### src/rtl/tpbd_pkg.sv
package tpbd_pkg;

    // Sample and result widths
    localparam int SAMPLE_W  = 16;
    localparam int GCOUNT_W  = 4;
    localparam int CFG_IDX_W = 2;

    // Configuration register indexes
    localparam logic [CFG_IDX_W-1:0] REG_GATE_MARGIN = 2'd0;
    localparam logic [CFG_IDX_W-1:0] REG_SHORT_COUNT = 2'd1;
    localparam logic [CFG_IDX_W-1:0] REG_LONG_COUNT  = 2'd2;

    // Word kinds on tuser
    localparam logic KIND_CAL  = 1'b0;
    localparam logic KIND_SCAN = 1'b1;

    typedef enum logic [1:0] {
        ST_IDLE,
        ST_SUM,
        ST_DIV
    } t_state;

    // Control fields used by every sort cell
    typedef struct packed {
        logic load;      // calibration word inserted this cycle
        logic occupied;  // cell holds a value of the current set
        logic at_end;    // cell is the first free slot
    } t_cell_ctl;

endpackage

### src/rtl/tpbd_sort_cell.sv
module tpbd_sort_cell (
    input  logic                          i_clk,
    input  tpbd_pkg::t_cell_ctl           i_ctl,
    input  logic [tpbd_pkg::SAMPLE_W-1:0] i_value,
    input  logic                          i_prev_gt,
    input  logic [tpbd_pkg::SAMPLE_W-1:0] i_prev_val,
    output logic                          o_gt,
    output logic [tpbd_pkg::SAMPLE_W-1:0] o_val
);
    import tpbd_pkg::*;

    logic [SAMPLE_W-1:0] r_val;
    logic [SAMPLE_W-1:0] n_val;

    // gt: this entry must move up to make room for the new value
    assign o_gt  = i_ctl.occupied && (r_val > i_value);
    assign o_val = r_val;

    always_comb begin
        n_val = r_val;
        if (i_ctl.load) begin
            if (i_prev_gt) begin
                n_val = i_prev_val;
            end else if (o_gt || i_ctl.at_end) begin
                n_val = i_value;
            end
        end
    end

    always_ff @(posedge i_clk) begin
        r_val <= n_val;
    end

endmodule

### src/rtl/tpbd_const_div.sv
module tpbd_const_div #(
    parameter int DIVISOR    = 6,
    parameter int DIVIDEND_W = 20,
    parameter int QUOT_W     = 16
) (
    input  logic                  i_clk,
    input  logic                  i_rst_n,
    input  logic                  i_start,
    input  logic [DIVIDEND_W-1:0] i_dividend,
    output logic                  o_done,
    output logic [QUOT_W-1:0]     o_quotient
);
    // reciprocal multiply: floor(x / d) = (x * ceil(2^k / d)) >> k,
    // exact for every x of DIVIDEND_W bits with k = DIVIDEND_W + clog2(d)
    localparam int SHIFT  = DIVIDEND_W + $clog2(DIVISOR);
    localparam int MULT_W = DIVIDEND_W + 1;
    localparam int PROD_W = DIVIDEND_W + MULT_W;
    localparam longint RECIP =
        ((longint'(1) << SHIFT) + longint'(DIVISOR) - longint'(1)) / longint'(DIVISOR);
    localparam logic [MULT_W-1:0] RECIP_M = MULT_W'(RECIP);

    logic                  r_busy;
    logic                  r_done;
    logic [DIVIDEND_W-1:0] r_dvd;
    logic [QUOT_W-1:0]     r_quo;
    logic [PROD_W-1:0]     w_prod;

    // dividend registered first, product in the following cycle
    assign w_prod = {{MULT_W{1'b0}}, r_dvd} * {{DIVIDEND_W{1'b0}}, RECIP_M};

    always_ff @(posedge i_clk) begin
        if (!i_rst_n) begin
            r_busy <= 1'b0;
            r_done <= 1'b0;
        end else begin
            r_busy <= i_start;
            r_done <= r_busy;
        end
        if (i_start) begin
            r_dvd <= i_dividend;
        end
        if (r_busy) begin
            r_quo <= w_prod[SHIFT +: QUOT_W];
        end
    end

    assign o_done     = r_done;
    assign o_quotient = r_quo;

endmodule

### src/rtl/touch_pad_baseline_and_detect.sv
// Scan words: one per cycle while o_s_tready is high; the result word is registered.
// Calibration words: one per cycle while o_s_tready is high; the last word of a set holds
//   o_s_tready low for a sweep over the sort cells into the accumulator, then a
//   registered reciprocal multiply for the trimmed mean.
// Reset (i_rst_n low, synchronous): counts, baseline, group state and registers to defaults;
//   the sort cells are not cleared, only entries below the calibration count are used.
module touch_pad_baseline_and_detect #(
    parameter int CAL_SAMPLES    = 10,
    parameter int TRIM_EACH_SIDE = 2
) (
    input  logic                           i_clk,
    input  logic                           i_rst_n,
    // input stream
    input  logic                           i_s_tvalid,
    output logic                           o_s_tready,
    input  logic [15:0]                    i_s_tdata,  // [15:0] sample
    input  logic [1:0]                     i_s_tuser,  // [0] kind, [1] long_scan
    // result stream
    output logic                           o_m_tvalid,
    input  logic                           i_m_tready,
    output logic [39:0]                    o_m_tdata,  // [15:0] baseline, [31:16] peak,
                                                       // [32] touched, [39:33] zero
    output logic [0:0]                     o_m_tuser,  // [0] result_kind
    // register writes
    input  logic                           i_cfg_valid,
    output logic                           o_cfg_ready,
    input  logic [tpbd_pkg::CFG_IDX_W-1:0] i_cfg_index,
    input  logic [15:0]                    i_cfg_data
);
    import tpbd_pkg::*;

    localparam int  CNT_W    = $clog2(CAL_SAMPLES + 1);
    localparam int  IDX_W    = $clog2(CAL_SAMPLES);
    localparam int  SUM_W    = SAMPLE_W + $clog2(CAL_SAMPLES);
    localparam bit  TRIM_ALL = (2 * TRIM_EACH_SIDE) >= CAL_SAMPLES;
    // with everything trimmed the sum stays zero, so divide by one
    localparam int  KEPT     = TRIM_ALL ? 1 : CAL_SAMPLES - 2 * TRIM_EACH_SIDE;

    // ---------------------------------------------------------------
    // Registers
    // ---------------------------------------------------------------
    t_state              r_state, n_state;
    logic [SAMPLE_W-1:0] r_margin, n_margin;
    logic [GCOUNT_W-1:0] r_short, n_short;
    logic [GCOUNT_W-1:0] r_long, n_long;
    logic [CNT_W-1:0]    r_cal_count, n_cal_count;
    logic [SAMPLE_W-1:0] r_baseline, n_baseline;
    logic [SAMPLE_W-1:0] r_gmax, n_gmax;
    logic [GCOUNT_W-1:0] r_gcount, n_gcount;
    logic [GCOUNT_W-1:0] r_gtarget, n_gtarget;
    logic [IDX_W-1:0]    r_rd_idx, n_rd_idx;
    logic [SUM_W-1:0]    r_acc, n_acc;
    // output register
    logic                r_out_valid, n_out_valid;
    logic                r_out_kind, n_out_kind;
    logic [SAMPLE_W-1:0] r_out_base, n_out_base;
    logic [SAMPLE_W-1:0] r_out_peak, n_out_peak;
    logic                r_out_touch, n_out_touch;

    // ---------------------------------------------------------------
    // Input decode
    // ---------------------------------------------------------------
    logic                w_s_acc, w_cal_acc, w_scan_acc;
    logic [SAMPLE_W-1:0] w_sample;
    logic                w_kind, w_long;

    assign o_s_tready = (r_state == ST_IDLE) && (!r_out_valid || i_m_tready);
    assign w_s_acc    = i_s_tvalid && o_s_tready;
    assign w_sample   = i_s_tdata;
    assign w_kind     = i_s_tuser[0];
    assign w_long     = i_s_tuser[1];
    assign w_cal_acc  = w_s_acc && (w_kind == KIND_CAL);
    assign w_scan_acc = w_s_acc && (w_kind == KIND_SCAN);

    // ---------------------------------------------------------------
    // Sort chain: each cell holds one entry, ascending from cell 0.
    // On insert, cells above the new value take their lower neighbour.
    // ---------------------------------------------------------------
    logic                w_gt  [CAL_SAMPLES];
    logic [SAMPLE_W-1:0] w_val [CAL_SAMPLES];

    genvar gi;
    generate
        for (gi = 0; gi < CAL_SAMPLES; gi++) begin : g_cell
            t_cell_ctl           w_ctl;
            logic                w_prev_gt;
            logic [SAMPLE_W-1:0] w_prev_val;

            assign w_ctl.load     = w_cal_acc;
            assign w_ctl.occupied = CNT_W'(gi) < r_cal_count;
            assign w_ctl.at_end   = CNT_W'(gi) == r_cal_count;

            if (gi == 0) begin : g_first
                assign w_prev_gt  = 1'b0;
                assign w_prev_val = '0;
            end else begin : g_rest
                assign w_prev_gt  = w_gt[gi-1];
                assign w_prev_val = w_val[gi-1];
            end

            tpbd_sort_cell u_cell (
                .i_clk      (i_clk),
                .i_ctl      (w_ctl),
                .i_value    (w_sample),
                .i_prev_gt  (w_prev_gt),
                .i_prev_val (w_prev_val),
                .o_gt       (w_gt[gi]),
                .o_val      (w_val[gi])
            );
        end
    endgenerate

    // ---------------------------------------------------------------
    // Trimmed sum sweep and divider
    // ---------------------------------------------------------------
    logic                w_keep;
    logic [SUM_W-1:0]    w_acc_next;
    logic                w_div_start;
    logic                w_div_done;
    logic [SAMPLE_W-1:0] w_mean;

    assign w_keep = !TRIM_ALL
                 && (r_rd_idx >= IDX_W'(TRIM_EACH_SIDE))
                 && ({1'b0, r_rd_idx} < (IDX_W+1)'(CAL_SAMPLES - TRIM_EACH_SIDE));
    assign w_acc_next = r_acc + (w_keep ? SUM_W'(w_val[r_rd_idx]) : SUM_W'(0));
    assign w_div_start = (r_state == ST_SUM) && (r_rd_idx == IDX_W'(CAL_SAMPLES - 1));

    tpbd_const_div #(
        .DIVISOR    (KEPT),
        .DIVIDEND_W (SUM_W),
        .QUOT_W     (SAMPLE_W)
    ) u_div (
        .i_clk      (i_clk),
        .i_rst_n    (i_rst_n),
        .i_start    (w_div_start),
        .i_dividend (w_acc_next),
        .o_done     (w_div_done),
        .o_quotient (w_mean)
    );

    // ---------------------------------------------------------------
    // Scan group datapath
    // ---------------------------------------------------------------
    logic [GCOUNT_W-1:0] w_tsel, w_tnow;
    logic [SAMPLE_W-1:0] w_max_now;
    logic [GCOUNT_W:0]   w_cnt_inc;
    logic                w_grp_done;
    logic [SAMPLE_W:0]   w_limit;
    logic                w_touch;

    assign w_tsel     = w_long ? r_long : r_short;
    // a count of zero behaves as one
    assign w_tnow     = (r_gcount != '0) ? r_gtarget
                      : ((w_tsel == '0) ? GCOUNT_W'(1) : w_tsel);
    assign w_max_now  = ((r_gcount == '0) || (w_sample > r_gmax)) ? w_sample : r_gmax;
    assign w_cnt_inc  = {1'b0, r_gcount} + (GCOUNT_W+1)'(1);
    assign w_grp_done = w_cnt_inc >= {1'b0, w_tnow};
    // no wrap: compare at 17 bits
    assign w_limit    = {1'b0, r_baseline} + {1'b0, r_margin};
    assign w_touch    = {1'b0, w_max_now} > w_limit;

    // ---------------------------------------------------------------
    // Control
    // ---------------------------------------------------------------
    assign o_cfg_ready = 1'b1;

    always_comb begin
        n_state     = r_state;
        n_margin    = r_margin;
        n_short     = r_short;
        n_long      = r_long;
        n_cal_count = r_cal_count;
        n_baseline  = r_baseline;
        n_gmax      = r_gmax;
        n_gcount    = r_gcount;
        n_gtarget   = r_gtarget;
        n_rd_idx    = r_rd_idx;
        n_acc       = r_acc;
        n_out_valid = r_out_valid && !i_m_tready;
        n_out_kind  = r_out_kind;
        n_out_base  = r_out_base;
        n_out_peak  = r_out_peak;
        n_out_touch = r_out_touch;

        if (i_cfg_valid && o_cfg_ready) begin
            case (i_cfg_index)
                REG_GATE_MARGIN: n_margin = i_cfg_data;
                REG_SHORT_COUNT: n_short  = i_cfg_data[GCOUNT_W-1:0];
                REG_LONG_COUNT:  n_long   = i_cfg_data[GCOUNT_W-1:0];
                default: ;
            endcase
        end

        // scan group, independent of calibration
        if (w_scan_acc) begin
            if (w_grp_done) begin
                n_gcount    = '0;
                n_gmax      = '0;
                n_gtarget   = w_tnow;
                n_out_valid = 1'b1;
                n_out_kind  = KIND_SCAN;
                n_out_base  = r_baseline;
                n_out_peak  = w_max_now;
                n_out_touch = w_touch;
            end else begin
                n_gcount  = w_cnt_inc[GCOUNT_W-1:0];
                n_gmax    = w_max_now;
                n_gtarget = w_tnow;
            end
        end

        case (r_state)
            ST_IDLE: begin
                if (w_cal_acc) begin
                    if (r_cal_count == CNT_W'(CAL_SAMPLES - 1)) begin
                        n_cal_count = '0;
                        n_rd_idx    = '0;
                        n_acc       = '0;
                        n_state     = ST_SUM;
                    end else begin
                        n_cal_count = r_cal_count + CNT_W'(1);
                    end
                end
            end
            ST_SUM: begin
                n_acc    = w_acc_next;
                n_rd_idx = r_rd_idx + IDX_W'(1);
                if (w_div_start) begin
                    n_state = ST_DIV;
                end
            end
            ST_DIV: begin
                if (w_div_done) begin
                    n_baseline  = w_mean;
                    n_out_valid = 1'b1;
                    n_out_kind  = KIND_CAL;
                    n_out_base  = w_mean;
                    n_out_peak  = '0;
                    n_out_touch = 1'b0;
                    n_state     = ST_IDLE;
                end
            end
            default: n_state = ST_IDLE;
        endcase
    end

    always_ff @(posedge i_clk) begin
        if (!i_rst_n) begin
            r_state     <= ST_IDLE;
            r_margin    <= SAMPLE_W'(100);
            r_short     <= GCOUNT_W'(3);
            r_long      <= GCOUNT_W'(6);
            r_cal_count <= '0;
            r_baseline  <= '0;
            r_gmax      <= '0;
            r_gcount    <= '0;
            r_gtarget   <= '0;
            r_rd_idx    <= '0;
            r_out_valid <= 1'b0;
        end else begin
            r_state     <= n_state;
            r_margin    <= n_margin;
            r_short     <= n_short;
            r_long      <= n_long;
            r_cal_count <= n_cal_count;
            r_baseline  <= n_baseline;
            r_gmax      <= n_gmax;
            r_gcount    <= n_gcount;
            r_gtarget   <= n_gtarget;
            r_rd_idx    <= n_rd_idx;
            r_out_valid <= n_out_valid;
        end
        r_acc       <= n_acc;
        r_out_kind  <= n_out_kind;
        r_out_base  <= n_out_base;
        r_out_peak  <= n_out_peak;
        r_out_touch <= n_out_touch;
    end

    // ---------------------------------------------------------------
    // Result word
    // ---------------------------------------------------------------
    assign o_m_tvalid   = r_out_valid;
    assign o_m_tuser[0] = r_out_kind;
    assign o_m_tdata    = {7'd0, r_out_touch, r_out_peak, r_out_base};

endmodule

### config.mk
export PLATFORM = sky130hd
export DESIGN_NAME = touch_pad_baseline_and_detect
export DESIGN_NICKNAME = d
export VERILOG_FILES = /design/src/rtl/tpbd_pkg.sv /design/src/rtl/tpbd_sort_cell.sv /design/src/rtl/tpbd_const_div.sv /design/src/rtl/touch_pad_baseline_and_detect.sv
export SDC_FILE = /design/constraint.sdc
export NUM_CORES = 1
export LEC_CHECK = 0
export ABC_AREA = 1
export BUFFER_PORTS_ARGS = -buffer_cell sky130_fd_sc_hd__buf_4
export CORE_MARGIN = 2
export CORE_UTILIZATION = 41
export DETAILED_ROUTE_END_ITERATION = 6
export HOLD_SLACK_MARGIN = 0.1
export SYNTH_ARGS = -nofsm -noshare
export SYNTH_HDL_FRONTEND = slang
export SYNTH_HIERARCHICAL = 1
export SYNTH_SLANG_ARGS = --single-unit
### constraint.sdc
create_clock -name i_clk -period 14 [get_ports i_clk]
set_input_delay 3.5 -clock i_clk [delete_from_list [all_inputs] [get_ports i_clk]]
set_output_delay 3.5 -clock i_clk [all_outputs]
set_load 0.02 [all_outputs]
==> results of run 1 <==
critical path, stage by stage:
cell    delay [ns]
buf_4         0.10
nor2_1        0.21
nor3_4        0.07
buf_4         0.17
power breakdown:
part | leakage (nW) | switching (mW) | internal (mW)
combinational | 11.1 | 0.269 | 0.176
clock | 0.602 | 0.386 | 0.585
sequential | 2.57 | 0.0522 | 0.992
total | 14.3 | 0.707 | 1.75
state kept, by name, summed over array words and instances (netlist names), 2 cells and up:
signal / count
g_cell.u_cell/o_val: 128
r_acc: 20
r_baseline: 16
r_cal_count: 4
r_gcount: 4
r_gmax: 16
r_gtarget: 4
r_long: 4
r_margin: 16
r_out_base: 16
r_out_peak: 16
r_rd_idx: 4
r_short: 4
r_state: 2
u_div/o_quotient: 16
u_div/r_dvd: 20
placed cells by master (no fill, tap or decap), types with 5 or more instances in the layout:
cell type	instances
a211oi_1	5
a311oi_1	14
xnor2_1	17
clkbuf_8	6
nand3_1	111
o31ai_2	17
nor3_2	7
nor2_1	299
clkbuf_16	38
nor3_1	13
clkinv_1	17
nand4_1	18
clkinv_2	8
dfxtp_1	110
nor2_2	25
a21oi_1	181
a31oi_1	6
a21o_1	20
ha_1	381
o21a_1	31
o21ai_1	34
edfxtp_1	184
o221a_2	14
clkbuf_1	6
buf_4	83
mux2_2	8
inv_1	590
o21bai_1	7
nand2_1	650
conb_1	29
o21ai_0	242
nand2_2	36
xor2_1	24
a21oi_2	11
fa_1	136
inv_2	16
metal layers:
metal | GRT usage, % | routed length [µm] | vias to the layer above
met1 | 28.91 | 32950 | 9793
met3 | 2.622 | 3311 | 79
met5 | 0 | 0 | -
met2 | 33.84 | 31290 | 429
li1 | - | - | 10980
met4 | 5.016 | 1538 | 0
cell type report:
class / count / area [µm²]
multi-input combinational: 2370 / 16510
tap: 864 / 1081
fill: 6648 / 35850
sequential: 295 / 7749
clock inverter: 15 / 163.9
inverter: 626 / 2359
timing repair buffer: 83 / 623.1
clock buffer: 50 / 1056
metrics by stage:
| stage | cells | instance area, µm² | util [%] |
|---|---|---|---|
| 6_report | 4303 | 29540 | 45.17 |
| 5_1_grt | 4303 | 29540 | 45.17 |
| 4_1_cts | 4303 | 29540 | 45.17 |
| 3_5_place_dp | 4238 | 28320 | 43.31 |
| 3_3_place_gp | 4238 | 28320 | 43.31 |
| 2_1_floorplan | 3384 | 27080 | - |
worst min-delay path by stage:
stage / startpoint / to
final: r_short[2] / r_short[2]
after detailed placement: r_short[3] / r_short[3]
after global routing: r_short[2] / r_short[2]
after CTS: r_short[3] / r_short[3]
after global placement: r_short[2] / r_short[2]
after floorplan: r_short[0] / r_short[0]
==> qor.yml, run 1 <==
cts_sinks: 295
core.rowCount: 94
startpoint_type: "input pin"
gr-total-overflow: 0
dp_hpwl_um: 55340
max-cap-violations: 0
timing.rr.start: "u_div/r_dvd[1]"
clk_pin_slew_ns: 0.06
whs_path_depth: 2
reg2reg_depth: 21
finalCritPeriodShare_pct: 53.91
hold_buffers: 0
power_density_mw_per_mm2: 83.24
via_per_inst: 4.944
diodes: 0
worst_setup_path_end_kind: "output pin"
hold_viol_final: 0
cp-startpoint: "i_m_tready"
grt_pass1_wl_um: 111000
grtUsageTotal_pct: 20.65
crit_end: "o_s_tready"
hold_path_class: "flop to flop"
synth.avg_cell_area_um2: 8.035
worstMarginPinSlew_ns: 1.162
portBuffers: 76
cts.root.buffer_cell: "clkbuf_16"
rsz0062_at_grt: "false"
via_count: 21280
crit_required_ns: 10.50
status: "finished clean"
fp.dieH_um: 260.5
crit_type: "input pin to output pin"
leakagePower_nw: 14.29
dpl_worst_slack_ns: 6.453
syn_area_mm2: 0.02697
setup_viol: 0
cts_buffer_depth: 3
setup_ws_ns: 6.453
tns_ns: 0
numCtsBuffers: 36
reg2reg_slack_ns: 7.87
max_freq_ghz: 0.1325
drtIter0Drc: 1430
ios: 85
postCtsSetupBuffers: 0
critPathMaxFanout: 3
ir_drop_mv: 0.07590
nets: 3970
drtAntennaViolNets: 0
cts.repair.resized: 0
dr.pass1.iters: 5
design.die.area_mm2: 0.06786
grt_start_max_net_pins: 68
place.gp.congestion: 0.9171
drcViolationCount: 0
finalMaxSlewViolations: 0
die_x_um: 260.5
htreeDepth: 2
drive_gt1_share_pct: 8.578
area_growth_pct: 9.504
cp_data_arrival_time_ns: 4.05
whs_ns: 0.4511
antenna_found_initial: 0
fin_total_pwr_mw: 2.459
syn_inst: 3357
cts_tree: "built"
slew_headroom_pct: 22.48
r2r_end: "u_div/o_quotient[13]"
finClkSkew_ns: 0.03273
grt_pass1_vias: 20490
core_area_mm2: 0.06539
post-route-min-period_ns: 7.547
floorplan.initialDensity_pct: 41.25
wl_um: 69080
yosys_warnings: 6
wl_per_cell_um: 16.05
insertion_delay_ns: 0.56
Note: power is estimated with default switching activity, not from simulation.
==> run 2: changes to the inputs <==
ABC_AREA = 0   (was 1)
clock period = 7.7 ns   (was 14 ns; I/O delays follow)
==> qor.yml, run 2 <==
floorplan.initialDensity_pct: 41.45  # +0.20 points
nets: 3300  # -17%
seq_area_mm2: 0.007749  # unchanged
cts_buffer_depth: 3  # unchanged
synth_most_common_cell: "inv_1"
clk_pin_slew_ns: 0.06  # about the same
dp_hpwl_um: 54660  # -1.2%
finalMaxSlewViolations: 0  # unchanged
multiInputGateArea_mm2: 0.01595  # -3.4%
hold_path_class: "flop to flop"
drcViolationCount: 0  # unchanged
final_cell_mix: "inv_1 (430), ha_1 (381), nand2_1 (261)"
yosys-top-cells-count: "inv_1 (430), ha_1 (381), nand2_1 (261), o21ai_0 (185), edfxtp_1 (184)"
area_growth_pct: 10.75
ys_ff_latch: 295
final_core_util_pct: 45.91  # +0.74 points
diodes: 0  # unchanged
wl_per_cell_um: 19.09  # +19%
timing.rr.start: "u_div/r_dvd[7]"
finalCritPeriodShare_pct: 81.24
grt_start_max_net_pins: 61  # -10%
max-cap-violations: 0  # unchanged
yosysSeqAreaShare_pct: 30.34
drtAntennaViolNets: 0  # unchanged
critPathMaxFanout: 8  # +5
drive_gt1_share_pct: 8.923  # +0.35 points
drtIter0Drc: 1343  # -6.1%
via_count: 19260  # -9.5%
portBuffers: 76  # unchanged
antenna_found_initial: 0  # unchanged
grt_pass1_wl_um: 107800  # -2.8%
hold_buffers: 0  # unchanged
numCtsBuffers: 38  # +5.6%
power_density_mw_per_mm2: 154.4  # +86%
ys.flop_type: "edfxtp_1"
yosys_warnings: 6  # unchanged
setup_viol: 0  # unchanged
post-route-min-period_ns: 6.256
insertion_delay_ns: 0.55  # about the same
whs_path_depth: 2  # unchanged
largest_reg_flops: 128  # unchanged
cts_tree: "built"
mostFrequentLayoutCell: "inv_1"
finClkSkew_ns: 0.02978  # -0.002950 ns
synth_top_cell_by_area: "edfxtp_1"
grtUsageTotal_pct: 21.60  # +0.95 points
die_x_um: 253.6  # -2.7%
core.rowCount: 91  # -3.2%
ir_drop_mv: 0.1343  # +77%
via_per_inst: 5.343  # +8.1%
cts.repair.resized: 0  # unchanged
startpoint_type: "flop"
final_area_mm2: 0.02828  # -4.3%
place.gp.congestion: 0.9278  # +1.2%
synthDominantCellAreaShare_pct: 21.64
crit_required_ns: 8.00  # -2.50 ns
synthArstFlopShare_pct: 0
tns_ns: 0  # unchanged
dp_cells: 3539  # -16%
cp_data_arrival_time_ns: 6.56  # +2.51 ns
crit_type: "flop to flop"
max_freq_ghz: 0.1599
syn_inst: 2668  # -21%
ios: 85  # unchanged
gr-total-overflow: 0  # unchanged
final_cells: 3605  # -16%
syn_area_mm2: 0.02553  # -5.3%
fin_total_pwr_mw: 4.368  # +78%
postCtsSetupBuffers: 0  # unchanged
ys_types: 90
rsz0062_at_grt: "false"
synth.avg_cell_area_um2: 9.571  # +19%
leakagePower_nw: 12.53  # -12%
worstMarginPinSlew_ns: 1.122  # -0.03903 ns
cts_sinks: 295  # unchanged
worst_setup_path_end_kind: "flop"
cp-startpoint: "u_div/r_dvd[7]"
hp-start: "r_margin[9]"
dr.pass1.iters: 5  # unchanged
nFillCells: 5820  # -12%
ys_top_cells_by_area: "edfxtp_1 (22%), ha_1 (19%), fa_1 (11%), dfxtp_1 (8.7%), inv_1 (6.3%)"
htreeDepth: 2  # unchanged
reg2reg_depth: 20  # -4.8%
grt_pass1_vias: 19210  # -6.3%
synth-edff-count: 184
cts.root.buffer_cell: "clkbuf_16"
slew_headroom_pct: 25.01  # +2.5 points
status: "finished clean"
fp.dieH_um: 253.6  # -2.7%
core_area_mm2: 0.06160  # -5.8%
wl_um: 68830  # -0.37%
design.die.area_mm2: 0.06429  # -5.3%
placed_area_mm2: 0.02706  # -4.5%
hold_viol_final: 0  # unchanged
-- run 2: worst max-delay path, stage by stage, from the launching register on --
cell and delay [ns]:
edfxtp_1 0.59, ha_1 0.35, ha_1 0.30, inv_1 0.05, fa_1 0.49, inv_1 0.05
fa_1 0.52, fa_1 0.44, fa_1 0.54, inv_1 0.05, fa_1 0.49, inv_1 0.04
ha_1 0.35, a21o_1 0.19, a21o_1 0.17, a21oi_1 0.33, a21oi_1 0.18, o311ai_4 0.30
a21oi_1 0.14, o31a_1 0.31, xor2_1 0.14
-- run 2: report_power, final --
part | internal, mW | switching (mW)
combinational | 0.289 | 0.424
sequential | 1.80 | 0.0879
clock | 1.06 | 0.710
total | 3.15 | 1.22
-- run 2: layout make-up --
cell class,count,area share (%)
clock buffers,47,3.699
repair buffers,93,2.469
clock inverters,19,0.6194
well taps,837,3.703
inverters,431,5.721
multi-input cells,1883,56.39
flip-flops and latches,295,27.40
-- run 2: final timing paths --
check,endpoint,slack (ns)
setup / recovery,u_div/o_quotient[14],1.44
hold / removal,r_margin[9],0.47
setup reg to reg,u_div/o_quotient[14],1.44
hold reg to reg,r_margin[9],0.47
-- run 2: layer usage --
metal	wire length, µm	share of wire (%)	track usage (%)	up-vias
li1	-	-	-	9338
met1	30870	45	28.41	9343
met2	32410	47	36.31	471
met3	3492	5.1	3.472	111
met4	2057	3.0	6.813	0
met5	0	0	0	-
-- run 2: per-stage QoR --
stage / hold WS, ns / setup slack [ns]
floorplan: 0.4319 / 1.877
global placement: 0.4488 / 1.465
detailed placement: 0.4629 / 1.393
CTS: 0.4717 / 1.398
global route: 0.4862 / 1.103
finish: 0.4680 / 1.444
-- run 2: logic make-up after synthesis --
| group | Yosys count | synth area share (%) |
|---|---|---|
| AO/OA/AOI/OAI | 584 | 14.32 |
| XOR/XNOR | 58 | 1.989 |
| adder cells (fa/ha/maj) | 517 | 29.33 |
| buffers and inverters | 518 | 7.953 |
| flip-flops | 295 | 30.34 |
| multiplexers | 100 | 4.822 |
| other | 2 | 0.02941 |
| AND/OR/NAND/NOR | 594 | 11.21 |
